==> config.mk <==
export PLATFORM = sky130hd
export DESIGN_NAME = debounced_pulse_burst_counter
export DESIGN_NICKNAME = d
export VERILOG_FILES = /design/src/hw/rtl/dpbc_pkg.sv /design/src/hw/rtl/dpbc_cfg.sv /design/src/hw/rtl/dpbc_engine.sv /design/src/hw/rtl/debounced_pulse_burst_counter.sv
export SDC_FILE = /design/constraint.sdc
export NUM_CORES = 1
export LEC_CHECK = 0
export BUFFER_PORTS_ARGS = -buffer_cell sky130_fd_sc_hd__buf_4
export CAP_MARGIN = 20
export CORE_ASPECT_RATIO = 0.8
export CORE_MARGIN = 1
export CORE_UTILIZATION = 55
export DETAILED_ROUTE_END_ITERATION = 16
export GPL_TIMING_DRIVEN = 1
export MAX_ROUTING_LAYER = met4
export PLACE_DENSITY_LB_ADDON = 0.12
export SLEW_MARGIN = 20
export SYNTH_ARGS = -nofsm -noshare
export SYNTH_HDL_FRONTEND = slang
export SYNTH_SLANG_ARGS = --single-unit
==> constraint.sdc <==
create_clock -name clk -period 8.51 [get_ports clk]
set_input_delay 2.1275 -clock clk [delete_from_list [all_inputs] [get_ports clk]]
set_output_delay 2.1275 -clock clk [all_outputs]
set_load 0.01 [all_outputs]
==> src/hw/rtl/dpbc_pkg.sv <==
// Package for the debounced pulse burst counter.
// Holds the item, result and configuration types, the register indexes and the reset values.
// Has no dependencies.
package dpbc_pkg;

	localparam int CFG_W = 16;
	localparam int TIME_W = 32;
	localparam int CNT_W = 32;

	// Register indexes on the configuration port
	localparam logic CFG_MIN_PULSE_WIDTH = 1'b0;
	localparam logic CFG_MAX_PULSE_GAP = 1'b1;

	// Item mode codes
	localparam logic MODE_EDGE = 1'b0;
	localparam logic MODE_QUERY = 1'b1;

	localparam logic [CFG_W-1:0] MIN_PULSE_WIDTH_RST = 16'd10;
	localparam logic [CFG_W-1:0] MAX_PULSE_GAP_RST = 16'd500;

	typedef struct packed {
		logic [CFG_W-1:0] min_pulse_width;
		logic [CFG_W-1:0] max_pulse_gap;
	} cfg_t;

	typedef struct packed {
		logic              mode;
		logic              pin_level;
		logic [TIME_W-1:0] now_ms;
	} item_t;

	typedef struct packed {
		logic [CNT_W-1:0]  total_pulses;
		logic [CNT_W-1:0]  run_pulses;
		logic [TIME_W-1:0] high_width_ms;
	} result_t;

endpackage

==> src/hw/rtl/dpbc_cfg.sv <==
// Configuration registers of the debounced pulse burst counter.
// Depends on dpbc_pkg.
module dpbc_cfg
	import dpbc_pkg::*;
(
	input  logic             clk,
	input  logic             arst_n,
	input  logic             cfg_we,
	input  logic             cfg_index,
	input  logic [CFG_W-1:0] cfg_data,
	output cfg_t             cfg
);

	cfg_t cfg_q;

	always_ff @(posedge clk or negedge arst_n) begin
		if (!arst_n) begin
			cfg_q.min_pulse_width <= MIN_PULSE_WIDTH_RST;
			cfg_q.max_pulse_gap <= MAX_PULSE_GAP_RST;
		end else if (cfg_we) begin
			unique case (cfg_index)
				CFG_MIN_PULSE_WIDTH: cfg_q.min_pulse_width <= cfg_data;
				CFG_MAX_PULSE_GAP:   cfg_q.max_pulse_gap <= cfg_data;
				default:             cfg_q <= cfg_q;
			endcase
		end
	end

	assign cfg = cfg_q;

endmodule

==> src/hw/rtl/dpbc_engine.sv <==
// Edge state and status logic of the debounced pulse burst counter.
// Updates the edge and count state for one item and forms its status. Depends on dpbc_pkg.
module dpbc_engine
	import dpbc_pkg::*;
(
	input  logic    clk,
	input  logic    arst_n,
	input  logic    en,
	input  item_t   item,
	input  cfg_t    cfg,
	output result_t result
);

	logic              rising_q;
	logic [TIME_W-1:0] edge_time_q;
	logic [TIME_W-1:0] pulse_end_q;
	logic [CNT_W-1:0]  run_q;
	logic [CNT_W-1:0]  total_q;

	logic              rising_d;
	logic [TIME_W-1:0] edge_time_d;
	logic [TIME_W-1:0] pulse_end_d;
	logic [CNT_W-1:0]  run_d;
	logic [CNT_W-1:0]  total_d;

	logic [TIME_W-1:0] edge_span;
	logic [TIME_W-1:0] stat_span;
	logic [TIME_W-1:0] min_w;
	logic [TIME_W-1:0] max_g;

	assign min_w = {{(TIME_W-CFG_W){1'b0}}, cfg.min_pulse_width};
	assign max_g = {{(TIME_W-CFG_W){1'b0}}, cfg.max_pulse_gap};
	assign edge_span = item.now_ms - edge_time_q;

	always_comb begin
		rising_d = rising_q;
		edge_time_d = edge_time_q;
		pulse_end_d = pulse_end_q;
		run_d = run_q;
		total_d = total_q;
		// repeated level and queries leave the state alone
		if (item.mode == MODE_EDGE && item.pin_level != rising_q) begin
			rising_d = item.pin_level;
			if (item.pin_level) begin
				if (edge_span > max_g) run_d = '0;
				edge_time_d = item.now_ms;
			end else if (edge_span < min_w) begin
				// bounce: fall back to the end of the last good pulse
				edge_time_d = pulse_end_q;
			end else begin
				run_d = run_q + 1'b1;
				total_d = total_q + 1'b1;
				edge_time_d = item.now_ms;
				pulse_end_d = item.now_ms;
			end
		end
	end

	assign stat_span = item.now_ms - edge_time_d;

	always_comb begin
		result.total_pulses = total_d;
		if (rising_d) begin
			result.run_pulses = run_d;
			result.high_width_ms = (stat_span < min_w) ? '0 : stat_span;
		end else begin
			result.run_pulses = (stat_span > max_g) ? '0 : run_d;
			result.high_width_ms = '0;
		end
	end

	always_ff @(posedge clk or negedge arst_n) begin
		if (!arst_n) begin
			rising_q <= 1'b0;
			edge_time_q <= '0;
			pulse_end_q <= '0;
			run_q <= '0;
			total_q <= '0;
		end else if (en) begin
			rising_q <= rising_d;
			edge_time_q <= edge_time_d;
			pulse_end_q <= pulse_end_d;
			run_q <= run_d;
			total_q <= total_d;
		end
	end

endmodule

==> src/hw/rtl/debounced_pulse_burst_counter.sv <==
// Top level of the debounced pulse burst counter.
// Input register, edge engine and result register. Depends on dpbc_pkg, dpbc_cfg, dpbc_engine.
//
// Each item is an edge event (mode 0) or a status query (mode 1) with a ms timestamp.
// The block debounces falling edges against min_pulse_width, groups pulses into runs
// split by gaps longer than max_pulse_gap, and returns one status item per input item:
// total pulse count, current run count and current high width. An item is latched in
// the input register, processed combinationally by the engine and lands in the result
// register once that register is empty or being drained, which raises out_valid; one item
// can be taken every cycle while out_stall is low; the engine state update is the only
// per-item work. The user must write configuration through cfg_we/cfg_index/cfg_data
// only while the block is idle; the block itself does not enforce this.
module debounced_pulse_burst_counter
	import dpbc_pkg::*;
(
	input  logic              clk,
	input  logic              arst_n,
	// configuration port
	input  logic              cfg_we,
	input  logic              cfg_index,
	input  logic [CFG_W-1:0]  cfg_data,
	// input channel
	input  logic              in_valid,
	output logic              in_stall,
	input  logic              mode,
	input  logic              pin_level,
	input  logic [TIME_W-1:0] now_ms,
	// output channel
	output logic              out_valid,
	input  logic              out_stall,
	output logic [CNT_W-1:0]  total_pulses,
	output logic [CNT_W-1:0]  run_pulses,
	output logic [TIME_W-1:0] high_width_ms
);

	cfg_t    cfg;
	item_t   item_s1;
	logic    valid_s1;
	result_t res_comb;
	result_t res_s2;
	logic    valid_s2;
	logic    advance;
	logic    in_take;

	dpbc_cfg u_cfg (
		.clk       (clk),
		.arst_n    (arst_n),
		.cfg_we    (cfg_we),
		.cfg_index (cfg_index),
		.cfg_data  (cfg_data),
		.cfg       (cfg)
	);

	// the held item moves on when the result register is empty or being drained
	assign advance = valid_s1 && (!valid_s2 || !out_stall);
	assign in_stall = valid_s1 && !advance;
	assign in_take = in_valid && !in_stall;

	always_ff @(posedge clk or negedge arst_n) begin
		if (!arst_n) begin
			valid_s1 <= 1'b0;
		end else if (in_take) begin
			valid_s1 <= 1'b1;
		end else if (advance) begin
			valid_s1 <= 1'b0;
		end
	end

	always_ff @(posedge clk) begin
		if (in_take) begin
			item_s1.mode <= mode;
			item_s1.pin_level <= pin_level;
			item_s1.now_ms <= now_ms;
		end
	end

	// engine state commits only when the item moves into the result register
	dpbc_engine u_engine (
		.clk    (clk),
		.arst_n (arst_n),
		.en     (advance),
		.item   (item_s1),
		.cfg    (cfg),
		.result (res_comb)
	);

	always_ff @(posedge clk or negedge arst_n) begin
		if (!arst_n) begin
			valid_s2 <= 1'b0;
		end else if (advance) begin
			valid_s2 <= 1'b1;
		end else if (!out_stall) begin
			valid_s2 <= 1'b0;
		end
	end

	always_ff @(posedge clk) begin
		if (advance) res_s2 <= res_comb;
	end

	assign out_valid = valid_s2;
	assign total_pulses = res_s2.total_pulses;
	assign run_pulses = res_s2.run_pulses;
	assign high_width_ms = res_s2.high_width_ms;

endmodule

==> results of run 1 <==
-- synth_stat cells (5+ instances only) --
library cell / count / area, µm²
edfxtp_1: 130 / 3900
or3_1: 17 / 106
a41oi_1: 5 / 43.8
a21boi_0: 6 / 45.0
a31oi_1: 22 / 138
a211oi_1: 11 / 82.6
nor3_1: 32 / 160
nand2b_1: 16 / 100
mux2_2: 18 / 203
or2_2: 6 / 37.5
o21ai_0: 135 / 676
a21o_1: 29 / 218
nor2b_1: 14 / 87.6
o31ai_1: 17 / 128
a311oi_1: 6 / 52.6
o21a_1: 22 / 165
nor2_1: 137 / 514
o211ai_1: 5 / 37.5
o21bai_1: 7 / 52.6
dfrtp_1: 155 / 3880
o21ai_1: 15 / 75.1
mux2i_1: 36 / 360
buf_2: 19 / 95.1
or4_1: 9 / 67.6
a21oi_1: 152 / 761
nand3_1: 51 / 255
xnor2_1: 56 / 490
and2_1: 17 / 106
ha_1: 126 / 1580
clkbuf_1: 57 / 214
nand4_1: 39 / 244
nor4_1: 11 / 68.8
dfstp_2: 8 / 210
xor2_1: 48 / 420
nand2_1: 257 / 965
and3_1: 35 / 219
inv_1: 92 / 345
a2111oi_0: 5 / 43.8
buf_6: 5 / 56.3
-- power breakdown --
part	internal (mW)	switching [mW]
sequential	1.76	0.162
combinational	1.33	1.84
clock	0.848	0.568
total	3.94	2.57
-- logic make-up after synthesis --
group           share of synthesized area (%)
mux                                      3.19
fa+ha+maj                                8.97
xor+xnor                                 5.14
simple gates                             17.3
buf+inv                                  4.09
compound gates                           17.0
flops                                    44.3
-- through the flow --
step,instances,setup WS (ns),area (µm²)
6_report,2543,0.318,21500
5_1_grt,2543,-0.183,21500
4_1_cts,2513,0.00313,20900
3_5_place_dp,2454,-0.129,19800
3_3_place_gp,2454,0.113,19800
2_1_floorplan,1909,0.455,18000
-- final cells by class --
type / instances / area share [%]
Clock buffer: 45 / 4.19
Clock inverter: 11 / 0.728
Inverter: 92 / 1.62
Multi-Input combinational cell: 1438 / 45.0
Sequential cell: 293 / 37.2
Tap cell: 420 / 2.44
Timing Repair Buffer: 244 / 8.88
-- routing by layer --
metal / part of all wire [%] / track usage (%) / up-vias
met5: 0 / - / -
met1: 47 / 42.3 / 7381
met4: 1.7 / 5.66 / 0
met2: 46 / 46.6 / 484
li1: - / - / 7277
met3: 6.2 / 4.09 / 66
-- timing repair --
item | 4_1_cts | 5_1_grt
setup buffers | 2 | 29
gates cloned | 1 | 1
pin swaps | 1 | 37
endpoints found under the setup margin | 46 | 48
gates resized for setup | 7 | 72
-- worst reg2reg max path, delay by kind of cell, from the launching register on --
family / cells / cell delay (ns)
compound gates: 17 / 4.24
buf+inv: 7 / 1.13
simple gates: 5 / 0.89
fa+ha+maj: 3 / 0.86
flops: 1 / 0.41
mux: 1 / 0.26
xor+xnor: 1 / 0.14
-- worst max path at each step --
| stage | from | cells past startpoint | slack [ns] | endpoint |
|---|---|---|---|---|
| final | u_engine.edge_time_q[0] | 34 | 0.32 | run_pulses[23] |
| after global placement | item_s1[0] | 42 | 0.11 | run_pulses[28] |
| after global routing | item_s1[2] | 43 | -0.18 | run_pulses[3] |
| after CTS | item_s1[0] | 45 | 0.003 | run_pulses[30] |
| after floorplan | item_s1[6] | 37 | 0.46 | high_width_ms[10] |
| after detailed placement | item_s1[0] | 42 | -0.13 | run_pulses[28] |
-- registers in the layout, summed over array words and instances, names as in the netlist, 32 cells and up --
| register | flops |
|---|---|
| high_width_ms | 32 |
| total_pulses | 32 |
| u_engine.run_q | 32 |
| item_s1 | 34 |
| u_engine.edge_time_q | 32 |
| u_engine.pulse_end_q | 32 |
| run_pulses | 32 |
| u_cfg.cfg | 32 |
| u_engine.total_q | 32 |
==> impl_metrics.py, run 1 <==
metrics = {
    "clock_network": {
        "cts.hold.buffers_added": 0,
        "tritoncts": "done",
        "path_clk_slew_ns": 0.07,
        "cts_max_level": 1,
        "cts-root-buf": "clkbuf_16",
        "clk_latency_ns": 0.58,
        "clockBufferDepth": 3,
        "clkSinkCount": 293,
        "cts_buffers": 30,
    },
    "timing": {
        "max_freq_ghz": 0.122,
        "holdWs_ns": 0.477,
        "period_minus_slack_ns": 8.19,
        "slew_violations": 0,
        "fin_skew_ns": 0.0133,
        "worst_slew_pin_slew_ns": 1.02,
        "setup_viol": 0,
        "finalSetupTns_ns": 0,
        "final_hold_viol_count": 0,
        "slew_headroom_pct": 32.1,
        "min_period_over_period_pct": 96.3,
    },
    "pwr": {
        "power_density_nw_per_um2": 303,
        "power_mw": 6.51,
        "p_leak_nw": 9.38,
        "irDropWorstVdd_uv": 171,
    },
    "worst_setup_path": {
        "cp.buffers_inverters": 7,
        "required_ns": 8.84,
        "crit_top_cell": "buf_4",
        "worstRegToRegCells": 34,
        "worstReg2RegEnd": "run_pulses[23]",
        "crit_family": "compound AO/OA/AOI/OAI gates",
        "critical-path-max-stage-delay_ns": 0.50,
        "end_kind": "register",
        "crit_fanout": 11,
        "critPathSlowestCell": "a2111oi_2",
        "arrival_ns": 8.53,
        "reg2reg_from": "u_engine.edge_time_q[0]",
        "path_class": "register to register",
        "cp-start-kind": "register",
        "ff2ff_setup_slack_ns": 0.32,
    },
    "route": {
        "wirelength_um": 49500,
        "wire_per_inst_um": 19.5,
        "vias": 15208,
        "drcViolationCount": 0,
        "drt_iter0_markers": 1296,
        "postRouteAntennaNets": 0,
        "drt_first_pass_iters": 5,
        "viasPerCell": 5.98,
    },
    "logic_synthesis": {
        "synth_nets": 2093,
        "ys_seq_area_share_pct": 44.3,
        "synth_edf_count": 130,
        "yosys_warnings": 0,
        "ys_ff_latch": 293,
        "synth_flop_cell": "dfrtp_1",
        "syn_area_um2": 18000,
        "synth_cells": 1909,
        "ys_types": 85,
        "async_flop_share_pct": 55.6,
        "avgSynthCellArea_um2": 9.44,
    },
    "floorplan": {
        "die_w_um": 204,
        "fp-row-count": 58,
        "dieHeight_um": 164,
        "dieArea_um2": 33500,
        "io_pins": 154,
        "start_util_pct": 56.6,
        "coreArea_um2": 31900,
    },
    "global_routing": {
        "grt_pass1_wl_um": 77500,
        "first_global_vias": 14405,
        "antenna_found_initial": 1,
        "grt_use_total_pct": 30.0,
        "gr-total-overflow": 0,
        "grt_max_degree": 77,
    },
    "cells_and_area": {
        "seq_area_um2": 7990,
        "utilization_pct": 67.5,
        "nNetsFinal": 2283,
        "multiInputGateArea_um2": 9660,
        "fillers": 2570,
        "final_common_cell": "nand2_1",
        "final_cell_mix": "nand2_1 (254), buf_4 (236), dfrtp_1 (155), a21oi_1 (138), nor2_1 (134)",
        "drive_gt1_share_pct": 19.4,
        "area_growth_pct": 19.2,
        "diodes": 0,
    },
    "run_status": {
        "status": "complete, no violations",
    },
    "place": {
        "hpwl_um": 35300,
        "port_buffers": 153,
        "routabilityCongestion": 0.982,
    },
    "flow_run": {
        "max_cap_viol_count": 0,
    },
    "worst_hold_path": {
        "worst_hold_path_type": "register to register",
        "min_to": "u_engine.pulse_end_q[17]",
        "worst_hold_path.num_cells": 2,
        "hold_start": "u_engine.pulse_end_q[17]",
    },
}
(Power assumes the default switching activity.)
==> run 2, diff against run 1 <==
--- a/config.mk
+++ b/config.mk
@@ -10,9 +10,9 @@
 export CORE_ASPECT_RATIO = 0.8
 export CORE_MARGIN = 1
 export CORE_UTILIZATION = 55
+export CTS_CLUSTER_SIZE = 40
 export DETAILED_ROUTE_END_ITERATION = 16
 export GPL_TIMING_DRIVEN = 1
-export MAX_ROUTING_LAYER = met4
 export PLACE_DENSITY_LB_ADDON = 0.12
 export SLEW_MARGIN = 20
 export SYNTH_ARGS = -nofsm -noshare
==> impl_metrics.py, run 2 (same netlist as run 1, synthesis figures left out) <==
metrics = {
    "run_status": {
        "status": "complete, no violations",
    },
    "clock_network": {
        "tritoncts": "done",
        "cts.hold.buffers_added": 0,
        "cts_max_level": 1,
        "clockBufferDepth": 3,
        "clk_latency_ns": 0.58,
        "cts-root-buf": "clkbuf_16",
        "clkSinkCount": 293,
        "cts_buffers": 30,
        "path_clk_slew_ns": 0.06,
    },
    "place": {
        "pre_cts_ws_ns": -0.106,
        "port_buffers": 153,
        "hpwl_um": 34300,
        "routabilityCongestion": 0.964,
    },
    "cells_and_area": {
        "final_cell_mix": "nand2_1 (254), buf_4 (220), dfrtp_1 (154), a21oi_1 (141), nor2_1 (134)",
        "diodes": 0,
        "drive_gt1_share_pct": 18.4,
        "area_growth_pct": 17.9,
        "fillers": 2567,
        "largest_register": "item_s1",
        "largest_register_ffs": 34,
        "final_common_cell": "nand2_1",
        "nNetsFinal": 2266,
    },
    "floorplan": {
        "fp-row-count": 58,
        "start_util_pct": 56.6,
        "dieHeight_um": 164,
        "io_pins": 154,
        "dieArea_um2": 33500,
        "coreArea_um2": 31900,
        "die_w_um": 204,
    },
    "timing": {
        "grt_setup_unrepaired": "yes",
        "period_minus_slack_ns": 8.14,
        "worst_slew_pin_slew_ns": 1.03,
        "max_freq_ghz": 0.123,
        "setup_viol": 0,
        "slew_headroom_pct": 31.1,
        "fin_skew_ns": 0.0189,
        "min_period_over_period_pct": 95.7,
        "worst_slack_ns": 0.367,
        "holdWs_ns": 0.476,
        "slew_violations": 0,
        "final_hold_viol_count": 0,
    },
    "global_routing": {
        "first_global_vias": 14110,
        "grt_max_degree": 87,
        "gr-total-overflow": 0,
        "grt_pass1_wl_um": 75100,
        "antenna_found_initial": 0,
        "grt_use_total_pct": 28.3,
    },
    "flow_run": {
        "max_cap_viol_count": 0,
    },
    "worst_setup_path": {
        "end_kind": "register",
        "critical-path-max-stage-delay_ns": 0.41,
        "crit_fanout": 8,
        "cp-start-kind": "register",
        "critPathSlowestCell": "dfrtp_2",
        "required_ns": 8.84,
        "crit_family": "compound AO/OA/AOI/OAI gates",
        "path_class": "register to register",
        "cp.buffers_inverters": 4,
        "arrival_ns": 8.47,
    },
    "pwr": {
        "irDropWorstVdd_uv": 192,
        "p_leak_nw": 9.25,
        "power_density_nw_per_um2": 300,
    },
    "route": {
        "drcViolationCount": 0,
        "drt_first_pass_iters": 5,
        "postRouteAntennaNets": 0,
        "wirelength_um": 48000,
        "viasPerCell": 6.01,
        "wire_per_inst_um": 19.0,
        "vias": 15186,
        "drt_iter0_markers": 1265,
    },
    "worst_hold_path": {
        "worst_hold_path_type": "register to register",
    },
}
-- run 2: changes by cell type in the layout (fill, tap and decap cells not counted), moves of 3 or more --
cell / before / now
buf_4: 236 / 220
clkbuf_1: 8 / 11
a21oi_2: 15 / 12
ha_2: 2 / 5
a21oi_1: 138 / 141
-- run 2: what timing repair did --
item / 4_1_cts / 5_1_grt
setup endpoints to repair: 46 / 48
gates resized for setup: 6 / 65
gates cloned: 0 / 2
pin swaps: 0 / 25
setup buffers: 0 / 17
-- run 2: final timing paths --
path | to | cells after the start | slack (ns) | startpoint
min | u_engine.pulse_end_q[26] | 2 | 0.48 | u_engine.pulse_end_q[26]
max reg2reg | run_pulses[23] | 41 | 0.37 | u_engine.edge_time_q[1]
max in group asynchronous | u_engine.edge_time_q[1] | 2 | 5.51 | arst_n
min reg2reg | u_engine.pulse_end_q[26] | 2 | 0.48 | u_engine.pulse_end_q[26]
max | run_pulses[23] | 41 | 0.37 | u_engine.edge_time_q[1]
min in group asynchronous | u_cfg.cfg[24] | 1 | 1.63 | arst_n
-- run 2: cell type report --
class,count,area [µm²],share of cell area (%)
timing repair buffer,227,1780,8.35
multi-input combinational,1438,9620,45.2
tap,420,526,2.47
clock inverter,11,139,0.653
inverter,92,348,1.64
clock buffer,45,858,4.04
sequential,293,7990,37.6
-- run 2: worst min-delay path, delay by kind of cell (launching register included) --
kind             cells  cell delay, ns
DFF                  1            0.34
and+or+nand+nor      2            0.10
-- run 2: routing by layer --
metal	vias to the layer above	wire length [µm]	track usage, %
met4	0	1160	8.28
met5	-	0	0
met1	7417	22800	41.3
met2	443	21500	43.9
li1	7252	-	-
met3	74	2610	4.01
-- run 2: power by group --
| group | switching [mW] | internal (mW) | leakage, nW | total, mW |
|---|---|---|---|---|
| registers | 0.161 | 1.76 | 3.37 | 1.92 |
| logic | 1.80 | 1.30 | 5.40 | 3.10 |
| clock network | 0.566 | 0.787 | 0.485 | 1.35 |
| total | 2.53 | 3.84 | 9.25 | 6.37 |
-- run 2: stage by stage --
stage	instance area, µm²	std cells	utilization (%)	power (mW)	TNS (ns)
floorplan	18000	1909	-	3.86	0
global placement	19800	2451	62.1	4.73	0
detailed placement	19800	2451	62.1	4.78	-1.99
CTS	20800	2507	65.3	6.17	0
global route	21300	2526	66.7	6.79	-0.672
finish	21300	2526	66.7	6.37	0
